===== src/hdl/mdcl_pkg.sv =====
`timescale 1ns / 1ps
// ----------------------------------------------------------------------------
// mdcl_pkg: shared types and constants of the mask dilation cell list
// Field widths, register and kind codes, the front-to-back work request and
// the result record.
// ----------------------------------------------------------------------------
package mdcl_pkg;

  localparam int unsigned MAX_LINE_DEF = 1024;  // default line store depth
  localparam int unsigned FRAME_MAX    = 1024;  // largest usable line length / count
  localparam int unsigned REG_W        = 11;
  localparam int unsigned LINE_W       = 10;
  localparam int unsigned POS_W        = 10;
  localparam int unsigned TOTAL_W      = 21;
  localparam int unsigned QUEUE_DEPTH  = 4;
  localparam int unsigned OUT_DEPTH    = 4;     // power of two
  localparam int unsigned OUT_AW       = $clog2(OUT_DEPTH);
  localparam int unsigned OUT_CNT_W    = $clog2(OUT_DEPTH + 1);

  typedef logic [REG_W-1:0]     reg_val_t;
  typedef logic [LINE_W-1:0]    line_t;
  typedef logic [POS_W-1:0]     pos_t;
  typedef logic [TOTAL_W-1:0]   total_t;
  typedef logic [OUT_AW-1:0]    out_ptr_t;
  typedef logic [OUT_CNT_W-1:0] out_cnt_t;

  typedef enum logic {
    REG_LINE_LENGTH = 1'b0,
    REG_LINE_COUNT  = 1'b1
  } reg_idx_e;

  typedef enum logic {
    KIND_PIXEL = 1'b0,
    KIND_FLUSH = 1'b1
  } kind_e;

  // One classified request handed from the front to the back.
  typedef struct packed {
    logic       lit;       // pixel value entering the window
    pos_t       pos;       // line store address
    logic       row_ok;    // decided cell lies inside the frame
    logic [2:0] rows;      // rows of the window inside the frame
    logic       left_ok;
    logic       right_ok;
    line_t      cell_row;
    pos_t       cell_col;
    logic       done;      // last drain request of the frame
  } work_t;

  typedef struct packed {
    line_t  cell_line;
    pos_t   cell_pos;
    logic   frame_done;
    total_t occupied_total;
  } result_t;

endpackage


===== src/hdl/mask_dilate_cell_list.sv =====
`timescale 1ns / 1ps
// ----------------------------------------------------------------------------
// mask_dilate_cell_list: streaming 3x3 dilation with a list of set cells
// Dilates a binary mask streamed in scan order and lists every set cell,
// closing each frame with a done result that carries the set cell count.
// ----------------------------------------------------------------------------
//
//  channel | direction | handshake              | payload
//  --------+-----------+------------------------+---------------------------------
//  cfg     | in        | cfg_we_i               | cfg_index_i, cfg_data_i
//  in      | in        | in_valid_i / in_stall_o | in_kind_i, in_lit_i
//  out     | out       | out_valid_o / out_stall_i | cell_line, cell_pos,
//          |           |                        | frame_done, occupied_total
//
// One request per cycle is taken while the queue is not full; the line store has
// one read and one write per request, which sets that rate. A result is held in
// the queue, the decide stage and then the result buffer before it is offered.
// A request that yields both a cell and the done result puts two results in the
// buffer, so a stalled output backs up the buffer, then the queue, then in_stall_o.
// Reset clears control state only; unwritten line store entries are never seen,
// because rows outside the frame are masked, so no clearing pass is run.
// Flush requests at the start of a frame are dropped in the front.
//
module mask_dilate_cell_list #(
  parameter int unsigned MAX_LINE = mdcl_pkg::MAX_LINE_DEF
) (
  input  logic                          clk_i,
  input  logic                          rst_ni,
  input  logic                          cfg_we_i,
  input  logic                          cfg_index_i,
  input  logic [mdcl_pkg::REG_W-1:0]    cfg_data_i,
  input  logic                          in_valid_i,
  output logic                          in_stall_o,
  input  logic                          in_kind_i,
  input  logic                          in_lit_i,
  output logic                          out_valid_o,
  input  logic                          out_stall_i,
  output logic [mdcl_pkg::LINE_W-1:0]   out_cell_line_o,
  output logic [mdcl_pkg::POS_W-1:0]    out_cell_pos_o,
  output logic                          out_frame_done_o,
  output logic [mdcl_pkg::TOTAL_W-1:0]  out_occupied_total_o
);

  mdcl_pkg::work_t   push_data, head;
  mdcl_pkg::result_t out_data;
  logic              push, q_full, q_valid, q_pop;

  // Front: hold configuration, track the scan position, classify requests.
  mdcl_front #(
    .MAX_LINE (MAX_LINE)
  ) u_front (
    .clk_i        (clk_i),
    .rst_ni       (rst_ni),
    .cfg_we_i     (cfg_we_i),
    .cfg_index_i  (cfg_index_i),
    .cfg_data_i   (cfg_data_i),
    .in_valid_i   (in_valid_i),
    .in_kind_i    (in_kind_i),
    .in_lit_i     (in_lit_i),
    .queue_full_i (q_full),
    .push_o       (push),
    .push_data_o  (push_data)
  );

  // Decouple intake from the decide stage.
  mdcl_queue u_queue (
    .clk_i       (clk_i),
    .rst_ni      (rst_ni),
    .push_i      (push),
    .push_data_i (push_data),
    .full_o      (q_full),
    .pop_i       (q_pop),
    .valid_o     (q_valid),
    .head_o      (head)
  );

  // Back: window, line store, count and result buffer.
  mdcl_back #(
    .MAX_LINE (MAX_LINE)
  ) u_back (
    .clk_i       (clk_i),
    .rst_ni      (rst_ni),
    .cfg_we_i    (cfg_we_i),
    .q_valid_i   (q_valid),
    .q_head_i    (head),
    .q_pop_o     (q_pop),
    .out_valid_o (out_valid_o),
    .out_stall_i (out_stall_i),
    .out_data_o  (out_data)
  );

  // Stall on a full queue only, never on in_valid_i.
  assign in_stall_o           = q_full;
  assign out_cell_line_o      = out_data.cell_line;
  assign out_cell_pos_o       = out_data.cell_pos;
  assign out_frame_done_o     = out_data.frame_done;
  assign out_occupied_total_o = out_data.occupied_total;

`ifndef SYNTHESIS
  assert property (@(posedge clk_i) disable iff (!rst_ni)
    out_valid_o && out_frame_done_o |-> out_cell_line_o == '0 && out_cell_pos_o == '0)
    else $error("mask_dilate_cell_list: done result carries a cell position");
`endif

endmodule


===== src/hdl/mdcl_ram.sv =====
`timescale 1ns / 1ps
// ----------------------------------------------------------------------------
// mdcl_ram: generic single-write, single-read RAM
// One write port and one read port with registered read data.
// ----------------------------------------------------------------------------
module mdcl_ram #(
  parameter int unsigned WIDTH = 2,
  parameter int unsigned DEPTH = 1024
) (
  input  logic                     clk_i,
  input  logic                     we_i,
  input  logic [$clog2(DEPTH)-1:0] waddr_i,
  input  logic [WIDTH-1:0]         wdata_i,
  input  logic                     re_i,
  input  logic [$clog2(DEPTH)-1:0] raddr_i,
  output logic [WIDTH-1:0]         rdata_o
);

  logic [WIDTH-1:0] mem_q [DEPTH];
  logic [WIDTH-1:0] rdata_q;

  always_ff @(posedge clk_i) begin
    if (we_i) begin
      mem_q[waddr_i] <= wdata_i;
    end
    if (re_i) begin
      rdata_q <= mem_q[raddr_i];
    end
  end

  assign rdata_o = rdata_q;

endmodule


===== src/hdl/mdcl_queue.sv =====
`timescale 1ns / 1ps
// ----------------------------------------------------------------------------
// mdcl_queue: work request queue between front and back
// Short register FIFO of classified requests.
// ----------------------------------------------------------------------------
module mdcl_queue (
  input  logic                clk_i,
  input  logic                rst_ni,
  input  logic                push_i,
  input  mdcl_pkg::work_t     push_data_i,
  output logic                full_o,
  input  logic                pop_i,
  output logic                valid_o,
  output mdcl_pkg::work_t     head_o
);

  localparam int unsigned AW = $clog2(mdcl_pkg::QUEUE_DEPTH);
  localparam int unsigned CW = $clog2(mdcl_pkg::QUEUE_DEPTH + 1);

  mdcl_pkg::work_t slot_q [mdcl_pkg::QUEUE_DEPTH];
  logic [AW-1:0]   wp_q, wp_d, rp_q, rp_d;
  logic [CW-1:0]   count_q, count_d;
  logic            do_push, do_pop;

  assign full_o  = (count_q == CW'(mdcl_pkg::QUEUE_DEPTH));
  assign valid_o = (count_q != '0);
  assign head_o  = slot_q[rp_q];
  assign do_push = push_i && !full_o;
  assign do_pop  = pop_i && valid_o;

  always_comb begin
    wp_d    = wp_q;
    rp_d    = rp_q;
    count_d = count_q;
    if (do_push) begin
      wp_d = (wp_q == AW'(mdcl_pkg::QUEUE_DEPTH - 1)) ? '0 : wp_q + AW'(1);
    end
    if (do_pop) begin
      rp_d = (rp_q == AW'(mdcl_pkg::QUEUE_DEPTH - 1)) ? '0 : rp_q + AW'(1);
    end
    if (do_push && !do_pop) begin
      count_d = count_q + CW'(1);
    end else if (do_pop && !do_push) begin
      count_d = count_q - CW'(1);
    end
  end

  always_ff @(posedge clk_i or negedge rst_ni) begin
    if (!rst_ni) begin
      wp_q    <= '0;
      rp_q    <= '0;
      count_q <= '0;
    end else begin
      wp_q    <= wp_d;
      rp_q    <= rp_d;
      count_q <= count_d;
    end
  end

  always_ff @(posedge clk_i) begin
    if (do_push) begin
      slot_q[wp_q] <= push_data_i;
    end
  end

`ifndef SYNTHESIS
  assert property (@(posedge clk_i) disable iff (!rst_ni)
    push_i |-> !full_o)
    else $error("mdcl_queue: request pushed while full");
`endif

endmodule


===== src/hdl/mdcl_front.sv =====
`timescale 1ns / 1ps
// ----------------------------------------------------------------------------
// mdcl_front: request intake and classification
// Holds the configuration, tracks the scan position and turns each request
// into a work request that names the window cell it decides.
// ----------------------------------------------------------------------------
module mdcl_front #(
  parameter int unsigned MAX_LINE = mdcl_pkg::MAX_LINE_DEF
) (
  input  logic                  clk_i,
  input  logic                  rst_ni,
  input  logic                  cfg_we_i,
  input  logic                  cfg_index_i,
  input  mdcl_pkg::reg_val_t    cfg_data_i,
  input  logic                  in_valid_i,
  input  logic                  in_kind_i,
  input  logic                  in_lit_i,
  input  logic                  queue_full_i,
  output logic                  push_o,
  output mdcl_pkg::work_t       push_data_o
);

  localparam int unsigned LEN_CAP =
    (MAX_LINE < mdcl_pkg::FRAME_MAX) ? MAX_LINE : mdcl_pkg::FRAME_MAX;
  localparam int unsigned PW = $clog2(LEN_CAP);
  localparam int unsigned RW = mdcl_pkg::REG_W;

  typedef logic [PW-1:0] idx_t;

  mdcl_pkg::reg_val_t len_q, cnt_q;
  mdcl_pkg::reg_val_t len_eff, cnt_eff;
  idx_t               pos_q, pos_d;
  mdcl_pkg::reg_val_t line_q, line_d;
  mdcl_pkg::reg_val_t off, rr, pos_inc;
  logic               accept, draining, pos_zero, drop, done;

  // Clamp the registers to their usable range.
  always_comb begin
    len_eff = len_q;
    if (len_q == '0) begin
      len_eff = RW'(1);
    end else if (len_q > RW'(LEN_CAP)) begin
      len_eff = RW'(LEN_CAP);
    end
    cnt_eff = cnt_q;
    if (cnt_q == '0) begin
      cnt_eff = RW'(1);
    end else if (cnt_q > RW'(mdcl_pkg::FRAME_MAX)) begin
      cnt_eff = RW'(mdcl_pkg::FRAME_MAX);
    end
  end

  assign accept   = in_valid_i && !queue_full_i;
  assign draining = (line_q >= cnt_eff);
  assign pos_zero = (pos_q == '0);
  assign drop     = !draining && (in_kind_i == mdcl_pkg::KIND_FLUSH)
                    && (line_q == '0) && pos_zero;
  assign done     = (line_q >= cnt_eff + RW'(1));
  assign off      = pos_zero ? RW'(2) : RW'(1);
  assign rr       = line_q - off;
  assign pos_inc  = RW'(pos_q) + RW'(1);

  always_comb begin
    push_data_o          = '0;
    push_data_o.lit      = !draining && (in_kind_i == mdcl_pkg::KIND_PIXEL) && in_lit_i;
    push_data_o.pos      = mdcl_pkg::pos_t'(pos_q);
    push_data_o.row_ok   = (line_q >= off) && (rr < cnt_eff);
    push_data_o.rows[2]  = (line_q >= off + RW'(1));
    push_data_o.rows[1]  = 1'b1;
    push_data_o.rows[0]  = (rr + RW'(1) < cnt_eff);
    push_data_o.left_ok  = pos_zero ? (len_eff >= RW'(2)) : (pos_q >= PW'(2));
    push_data_o.right_ok = !pos_zero;
    push_data_o.cell_row = rr[mdcl_pkg::LINE_W-1:0];
    push_data_o.cell_col = pos_zero ? mdcl_pkg::pos_t'(len_eff - RW'(1))
                                    : mdcl_pkg::pos_t'(pos_q - PW'(1));
    push_data_o.done     = done;
  end

  assign push_o = accept && !drop;

  // Advance the scan position; return to the frame start after done or on a register write.
  always_comb begin
    pos_d  = pos_q;
    line_d = line_q;
    if (cfg_we_i) begin
      pos_d  = '0;
      line_d = '0;
    end else if (push_o) begin
      if (done) begin
        pos_d  = '0;
        line_d = '0;
      end else if (pos_inc >= len_eff) begin
        pos_d  = '0;
        line_d = line_q + RW'(1);
      end else begin
        pos_d  = pos_q + PW'(1);
      end
    end
  end

  always_ff @(posedge clk_i or negedge rst_ni) begin
    if (!rst_ni) begin
      len_q  <= RW'(1);
      cnt_q  <= RW'(1);
      pos_q  <= '0;
      line_q <= '0;
    end else begin
      if (cfg_we_i && (cfg_index_i == mdcl_pkg::REG_LINE_LENGTH)) begin
        len_q <= cfg_data_i;
      end
      if (cfg_we_i && (cfg_index_i == mdcl_pkg::REG_LINE_COUNT)) begin
        cnt_q <= cfg_data_i;
      end
      pos_q  <= pos_d;
      line_q <= line_d;
    end
  end

endmodule


===== src/hdl/mdcl_back.sv =====
`timescale 1ns / 1ps
// ----------------------------------------------------------------------------
// mdcl_back: window, line store and result buffer
// Reads the line store, shifts the 3x3 window, decides one cell per request
// and queues up to two results per request in an output buffer.
// ----------------------------------------------------------------------------
module mdcl_back #(
  parameter int unsigned MAX_LINE = mdcl_pkg::MAX_LINE_DEF
) (
  input  logic                 clk_i,
  input  logic                 rst_ni,
  input  logic                 cfg_we_i,
  input  logic                 q_valid_i,
  input  mdcl_pkg::work_t      q_head_i,
  output logic                 q_pop_o,
  output logic                 out_valid_o,
  input  logic                 out_stall_i,
  output mdcl_pkg::result_t    out_data_o
);

  localparam int unsigned LEN_CAP =
    (MAX_LINE < mdcl_pkg::FRAME_MAX) ? MAX_LINE : mdcl_pkg::FRAME_MAX;
  localparam int unsigned AW = $clog2(LEN_CAP);
  localparam int unsigned TW = mdcl_pkg::TOTAL_W;

  mdcl_pkg::work_t    b_q;
  logic               b_valid_q;
  logic               fwd_q;
  logic [1:0]         fwd_data_q;
  logic [5:0]         window_q;
  mdcl_pkg::total_t   occ_q;
  logic [1:0]         ram_rdata, prev;
  logic [2:0]         vec, any;
  logic               adv, pop, cell_emit;
  mdcl_pkg::total_t   occ_next;
  mdcl_pkg::result_t  cell_res, done_res;

  mdcl_pkg::result_t  buf_q [mdcl_pkg::OUT_DEPTH];
  mdcl_pkg::out_ptr_t wp_q, rp_q;
  mdcl_pkg::out_cnt_t ocnt_q, ocnt_d;
  logic               out_pop;
  logic [1:0]         n_res;

  mdcl_ram #(
    .WIDTH (2),
    .DEPTH (LEN_CAP)
  ) u_line_store (
    .clk_i   (clk_i),
    .we_i    (adv),
    .waddr_i (b_q.pos[AW-1:0]),
    .wdata_i (vec[1:0]),
    .re_i    (pop),
    .raddr_i (q_head_i.pos[AW-1:0]),
    .rdata_o (ram_rdata)
  );

  // Advance the decide stage only with room for two results.
  assign adv = b_valid_q && (ocnt_q <= mdcl_pkg::out_cnt_t'(mdcl_pkg::OUT_DEPTH - 2));
  assign pop = q_valid_i && (!b_valid_q || adv);
  assign q_pop_o = pop;

  assign prev = fwd_q ? fwd_data_q : ram_rdata;
  assign vec  = {prev, b_q.lit};
  assign any  = (window_q[2:0]
                 | (b_q.left_ok  ? window_q[5:3] : 3'b000)
                 | (b_q.right_ok ? vec           : 3'b000)) & b_q.rows;
  assign cell_emit = b_q.row_ok && (any != 3'b000);
  assign occ_next  = occ_q + TW'(cell_emit);

  always_comb begin
    cell_res                = '0;
    cell_res.cell_line      = b_q.cell_row;
    cell_res.cell_pos       = b_q.cell_col;
    done_res                = '0;
    done_res.frame_done     = 1'b1;
    done_res.occupied_total = occ_next;
  end

  assign n_res   = adv ? (2'(cell_emit) + 2'(b_q.done)) : 2'd0;
  assign out_pop = out_valid_o && !out_stall_i;

  always_comb begin
    ocnt_d = ocnt_q + mdcl_pkg::out_cnt_t'(n_res);
    if (out_pop) begin
      ocnt_d = ocnt_d - mdcl_pkg::out_cnt_t'(1);
    end
  end

  always_ff @(posedge clk_i or negedge rst_ni) begin
    if (!rst_ni) begin
      b_valid_q <= 1'b0;
      fwd_q     <= 1'b0;
      window_q  <= '0;
      occ_q     <= '0;
      wp_q      <= '0;
      rp_q      <= '0;
      ocnt_q    <= '0;
    end else begin
      if (pop) begin
        b_valid_q <= 1'b1;
        // Same address written this cycle: bypass the stale read.
        fwd_q     <= adv && (q_head_i.pos[AW-1:0] == b_q.pos[AW-1:0]);
      end else if (adv) begin
        b_valid_q <= 1'b0;
        fwd_q     <= 1'b0;
      end
      if (cfg_we_i) begin
        window_q <= '0;
        occ_q    <= '0;
      end else if (adv) begin
        if (b_q.done) begin
          window_q <= '0;
          occ_q    <= '0;
        end else begin
          window_q <= {window_q[2:0], vec};
          occ_q    <= occ_next;
        end
      end
      wp_q   <= wp_q + mdcl_pkg::out_ptr_t'(n_res);
      if (out_pop) begin
        rp_q <= rp_q + mdcl_pkg::out_ptr_t'(1);
      end
      ocnt_q <= ocnt_d;
    end
  end

  always_ff @(posedge clk_i) begin
    if (pop) begin
      b_q        <= q_head_i;
      fwd_data_q <= vec[1:0];
    end
    if (n_res != 2'd0) begin
      buf_q[wp_q] <= cell_emit ? cell_res : done_res;
    end
    if (n_res == 2'd2) begin
      buf_q[wp_q + mdcl_pkg::out_ptr_t'(1)] <= done_res;
    end
  end

  assign out_valid_o = (ocnt_q != '0);
  assign out_data_o  = buf_q[rp_q];

`ifndef SYNTHESIS
  assert property (@(posedge clk_i) disable iff (!rst_ni)
    ocnt_q <= mdcl_pkg::out_cnt_t'(mdcl_pkg::OUT_DEPTH))
    else $error("mdcl_back: result buffer overrun");

  assert property (@(posedge clk_i) disable iff (!rst_ni)
    adv && b_q.done |=> occ_q == '0)
    else $error("mdcl_back: count not cleared after frame done");

  assert property (@(posedge clk_i) disable iff (!rst_ni)
    fwd_q |-> b_valid_q)
    else $error("mdcl_back: bypass flag without a request in the decide stage");
`endif

endmodule


===== config.mk =====
export PLATFORM = sky130hd
export DESIGN_NAME = mask_dilate_cell_list
export DESIGN_NICKNAME = d
export VERILOG_FILES = /design/src/hdl/mdcl_pkg.sv /design/src/hdl/mask_dilate_cell_list.sv /design/src/hdl/mdcl_ram.sv /design/src/hdl/mdcl_queue.sv /design/src/hdl/mdcl_front.sv /design/src/hdl/mdcl_back.sv
export SDC_FILE = /design/constraint.sdc
export NUM_CORES = 2
export LEC_CHECK = 0
export ABC_AREA = 1
export BUFFER_PORTS_ARGS = -buffer_cell sky130_fd_sc_hd__buf_4
export CORE_MARGIN = 3
export CORE_UTILIZATION = 55
export CTS_CLUSTER_SIZE = 20
export DETAILED_ROUTE_END_ITERATION = 12
export MAX_ROUTING_LAYER = met4
export PLACE_DENSITY = 0.73
export SETUP_SLACK_MARGIN = 0.3
export SLEW_MARGIN = 40
export SYNTH_ARGS = -nofsm -noshare
export SYNTH_HDL_FRONTEND = slang
export SYNTH_SLANG_ARGS = --single-unit

===== constraint.sdc =====
create_clock -name clk_i -period 21.8 [get_ports clk_i]
set_input_delay 4.36 -clock clk_i [delete_from_list [all_inputs] [get_ports clk_i]]
set_output_delay 4.36 -clock clk_i [all_outputs]
set_load 0.01 [all_outputs]

==> reports/results.md <==
| Metric | Value | Unit |
|:---|:---|:---|
| Power after layout | 18300 | uW |
| Beginning of the critical path | u_back.rp_q[0] | - |
| Final period util | 0.346 | - |
| Dpl cells | 12900 | - |
| Max rail drop VDD | 0.156 | mV |
| Final setup violation count | 0 | - |
| Cell area power density | 150 | nW/um2 |
| Area taken by flip-flops and latches | 73500 | um2 |
| Vertical die dimension | 457 | um |
| Endpoint required time on the critical path | 17.44 | ns |
| Net count after synthesis | 10900 | - |
| Clock tree from TritonCTS | built | - |
| Synth Instances | 10800 | - |
| Commonest non-fill, non-tap cell in the layout | sky130_fd_sc_hd__edfxtp_1 | - |
| Slew at the pin closest to its max-slew limit | 1.05 | ns |
| Remaining number of nets flagged by the antenna check after routing | 0 | - |
| Top library cells by usage in the layout, fill and taps aside | 2321 x sky130_fd_sc_hd__edfxtp_1, 2030 x sky130_fd_sc_hd__nand2_1, 1501 x sky130_fd_sc_hd__nand3_1 | - |
| Effective utilization at floorplan | 0.556 | - |
| Site Rows | 164 | - |
| RePlAce Congestion | 0.881 | - |
| Wire length on met1 | 113 | mm |
| WP buf/inv | 4 | - |
| Cell type contributing the most total cell area after synthesis | sky130_fd_sc_hd__edfxtp_1 | - |
| Post-synthesis average cell area | 10.3 | um2 |
| Post-layout nets | 10600 | - |
| Met2 wire length | 139 | mm |
| Number of library cell types mapped by synthesis | 52 | - |
| Count of buffers inserted at the top-level ports | 62 | - |
| Multi-input gate area in the final layout | 30700 | um2 |
| Fraction of the yosys area taken by sequential cells | 0.659 | - |
| Critical Path Source Type | flip-flop | - |
| Setup slack, reg-to-reg | 15.35 | ns |
| Static leakage | 0.0446 | uW |
| Pre-CTS setup slack | 14.73 | ns |
| Main flop type after synthesis | sky130_fd_sc_hd__edfxtp_1 | - |
| Iteration-0 DRC count of the detailed router | 10800 | - |
| Routed len/inst | 22.5 | um |
| Combinational group share of total power | 0.433 | - |
| First-pass GRT wire length | 453 | mm |
| Result of the run | complete, no violations | - |
| Total global routing overflow | 0 | - |
| Number of setup buffers added after CTS | 0 | - |
| Sinks on Clock Net | 2491 | - |
| Min-Delay Path Class | flip-flop to flip-flop | - |
| Total number of yosys warnings | 0 | - |
| Post-CTS Resized | 0 | - |
| Post-Synthesis Cell Area | 112000 | um2 |
| Fraction of layout instances using a drive strength above 1 | 0.0612 | - |
| TNS Setup | 0 | ns |
| Number of logic stages on the critical path including buffering | 6 | - |
| Worst skew pair latency | 0.88 | ns |
| Seq pwr share | 0.345 | - |
| End point of the critical path | out_cell_pos_o[8] | - |
| Die Span X | 457 | um |
| Worst slew margin relative to its limit | 0.302 | - |
| Most numerous cell on the critical path | sky130_fd_sc_hd__buf_4 | - |
| CP cell instances | buf_6 -> inv_2 -> buf_4 -> o21ai_0 -> o22ai_1 -> buf_4 | - |
| Clock network fraction of total power | 0.222 | - |
| Routed vias | 80000 | - |
| Met3 wire length | 35.6 | mm |
| Final number of max-transition violations | 0 | - |
| Reg2reg path depth | 20 | - |
| Arrival time of data at the critical path endpoint | 3.19 | ns |
| Dominant cells by area after synthesis | sky130_fd_sc_hd__edfxtp_1 62%, sky130_fd_sc_hd__nand2_1 7.0%, sky130_fd_sc_hd__nand3_1 6.7% | - |
| RSZ-0062 raised after global routing | false | - |
| Share of Yosys cell area claimed by the top area cell type | 0.624 | - |
| Worst path max stage delay | 0.64 | ns |
| Achievable clock frequency | 132 | MHz |
| Worst setup path category | flip-flop to primary output | - |
| Peak fanout along the critical path | 86 | - |
| Switching part of the total power | 0.425 | - |
| Number of filler cells placed in the layout | 15600 | - |
| Depth of the CTS H-tree | 4 | - |
| Worst-path cell with the longest stage delay | sky130_fd_sc_hd__buf_4 | - |
| Startpoint of the lowest-slack register-to-register path | u_queue.rp_q[0] | - |
| Largest delay contributor family on the critical path | buffers and inverters | - |
| Ys async rst share | 0.0345 | - |
| NetSw | 7770 | uW |
| Routed vias/inst | 5.97 | - |
| Clock Tree Root | sky130_fd_sc_hd__clkbuf_16 | - |
| I/O Pins | 63 | - |
| Largest clock skew in the final design | 0.0454 | ns |
| Pin count of the biggest net entering global routing | 213 | - |
| Area Growth Syn to Fin | 9.01 | % |
| Internal power | 10500 | uW |
| Count of non-filler cells in the finished layout | 13400 | - |
| Clock period minus final worst setup slack | 7.55 | ns |
| Initial antenna violation count | 11 | - |
| Synthesized flop and latch total | 2491 | - |
| Minimum setup slack in the final design | 14.25 | ns |
| Critical Path Sink Type | primary output | - |
| Final hold vios | 0 | - |
| Post-CTS clock slew at the launch and capture registers of the worst setup and hold paths | 0.06 | ns |
| Buffer levels on the longest clock path | 3 | - |
| Die Footprint | 208000 | um2 |
| Drc violations | 0 | - |
| Number of synthesized flops with an enable pin | 2321 | - |
| Reg-to-Reg End | u_back.u_line_store.rdata_o[0] | - |
| Area inside the core boundary | 201000 | um2 |
| Detail Placement HPWL | 168 | mm |
| Number of buffers created by CTS | 239 | - |
| Length of the first detailed-routing pass in iterations | 9 | - |
| Hold buffer count at cts | 0 | - |
| Number of maximum-capacitance constraint violations | 0 | - |
| Wirelength, routed | 302 | mm |
| Global routing usage summed across all routing layers | 0.292 | - |
| Uppermost routed layer | met4 | - |
| Number of global-route vias before repair | 77000 | - |
## state kept, by name (all words and copies together) (netlist names), 2 cells and up
register and count:
u_back.u_line_store.mem_q 2048, u_back.buf_q 168, u_queue.slot_q 148, u_back.b_q 37
u_back.occ_q 21, u_front.cnt_q 11, u_front.len_q 11, u_front.line_q 11
u_front.pos_q 10, u_back.window_q 6, u_back.ocnt_q 3, u_queue.count_q 3
u_back.fwd_data_q 2, u_back.rp_q 2, u_back.u_line_store.rdata_o 2, u_back.wp_q 2
u_queue.rp_q 2, u_queue.wp_q 2
## synth_stat cells (5+ instances only)
master,n
sky130_fd_sc_hd__o22ai_1,95
sky130_fd_sc_hd__edfxtp_1,2321
sky130_fd_sc_hd__nor4_1,5
sky130_fd_sc_hd__a21oi_1,108
sky130_fd_sc_hd__ha_1,78
sky130_fd_sc_hd__nand3b_1,257
sky130_fd_sc_hd__a31oi_1,5
sky130_fd_sc_hd__nand2_1,2087
sky130_fd_sc_hd__inv_1,1100
sky130_fd_sc_hd__buf_4,94
sky130_fd_sc_hd__nor3_1,35
sky130_fd_sc_hd__dfxtp_1,84
sky130_fd_sc_hd__xor2_1,52
sky130_fd_sc_hd__nand3_1,1501
sky130_fd_sc_hd__o21ai_0,486
sky130_fd_sc_hd__xnor2_1,11
sky130_fd_sc_hd__dfrtp_1,84
sky130_fd_sc_hd__clkbuf_1,419
sky130_fd_sc_hd__buf_2,201
sky130_fd_sc_hd__buf_1,51
sky130_fd_sc_hd__nand4_1,14
sky130_fd_sc_hd__o211ai_1,302
sky130_fd_sc_hd__nor2_1,1377
## power groups by stage
| stage | logic [uW] | registers [uW] | clock network [uW] |
|---|---|---|---|
| global route | 8580 | 6330 | 4290 |
| floorplan | 5030 | 7120 | 0 |
| global placement | 7410 | 6410 | 0 |
| detailed placement | 7690 | 6410 | 0 |
| CTS | 7730 | 6310 | 4080 |
| finish | 7910 | 6310 | 4060 |
## tightest hold or removal path, delay by kind of cell, from the launching register on
kind             cells  cell delay [ns]
and+or+nand+nor      2             0.10
DFF                  1             0.31
## stage by stage
stage	hold WS, ns	instance area (um2)	utilization
after floorplan	0.422	112000	-
final	0.452	122000	0.606
after global placement	0.434	113000	0.564
after CTS	0.451	122000	0.605
after global routing	0.464	122000	0.606
after detailed placement	0.437	114000	0.567
## layout make-up
| cell class | count | share of cell area |
|---|---|---|
| clock inverters | 156 | 0.0110 |
| well taps | 2656 | 0.0273 |
| inverters | 1107 | 0.0344 |
| repair buffers | 234 | 0.0189 |
| multi-input cells | 6447 | 0.252 |
| diodes | 9 | 0.000185 |
| flip-flops and latches | 2491 | 0.604 |
| clock buffers | 292 | 0.0517 |
## worst min-delay path by stage
stage | from | end | slack [ns] | depth (start not counted)
after floorplan | u_back.buf_q[1][21] | u_back.buf_q[1][21] | 0.42 | 2
after global placement | u_back.buf_q[2][21] | u_back.buf_q[2][21] | 0.43 | 2
after detailed placement | u_back.buf_q[2][21] | u_back.buf_q[2][21] | 0.44 | 2
after CTS | u_back.buf_q[2][21] | u_back.buf_q[2][21] | 0.45 | 2
after global routing | u_back.buf_q[2][21] | u_back.buf_q[2][21] | 0.46 | 2
final | u_back.buf_q[2][21] | u_back.buf_q[2][21] | 0.45 | 2
## metal layers
metal | vias up | global-route usage
met5 | - | -
met4 | 0 | 0.124
met3 | 770 | 0.0577
met2 | 4439 | 0.457
met1 | 38600 | 0.375
li1 | 36200 | -
## cell families (layout without fill, tap and decap cells)
kind of cell             after synthesis  in the layout  share of synthesized area
multiplexers                           2              2                   0.000190
AO/OA/AOI/OAI                       1014           1014                     0.0538
buffers and inverters               1876           1789                     0.0687
XOR/XNOR                              63             63                    0.00494
AND/OR/NAND/NOR                     5287           5287                      0.204
other                                  0              9                          0
adder cells (fa/ha/maj)               81             81                    0.00928
flip-flops                          2491           2491                      0.659
(Power assumes the default switching activity.)
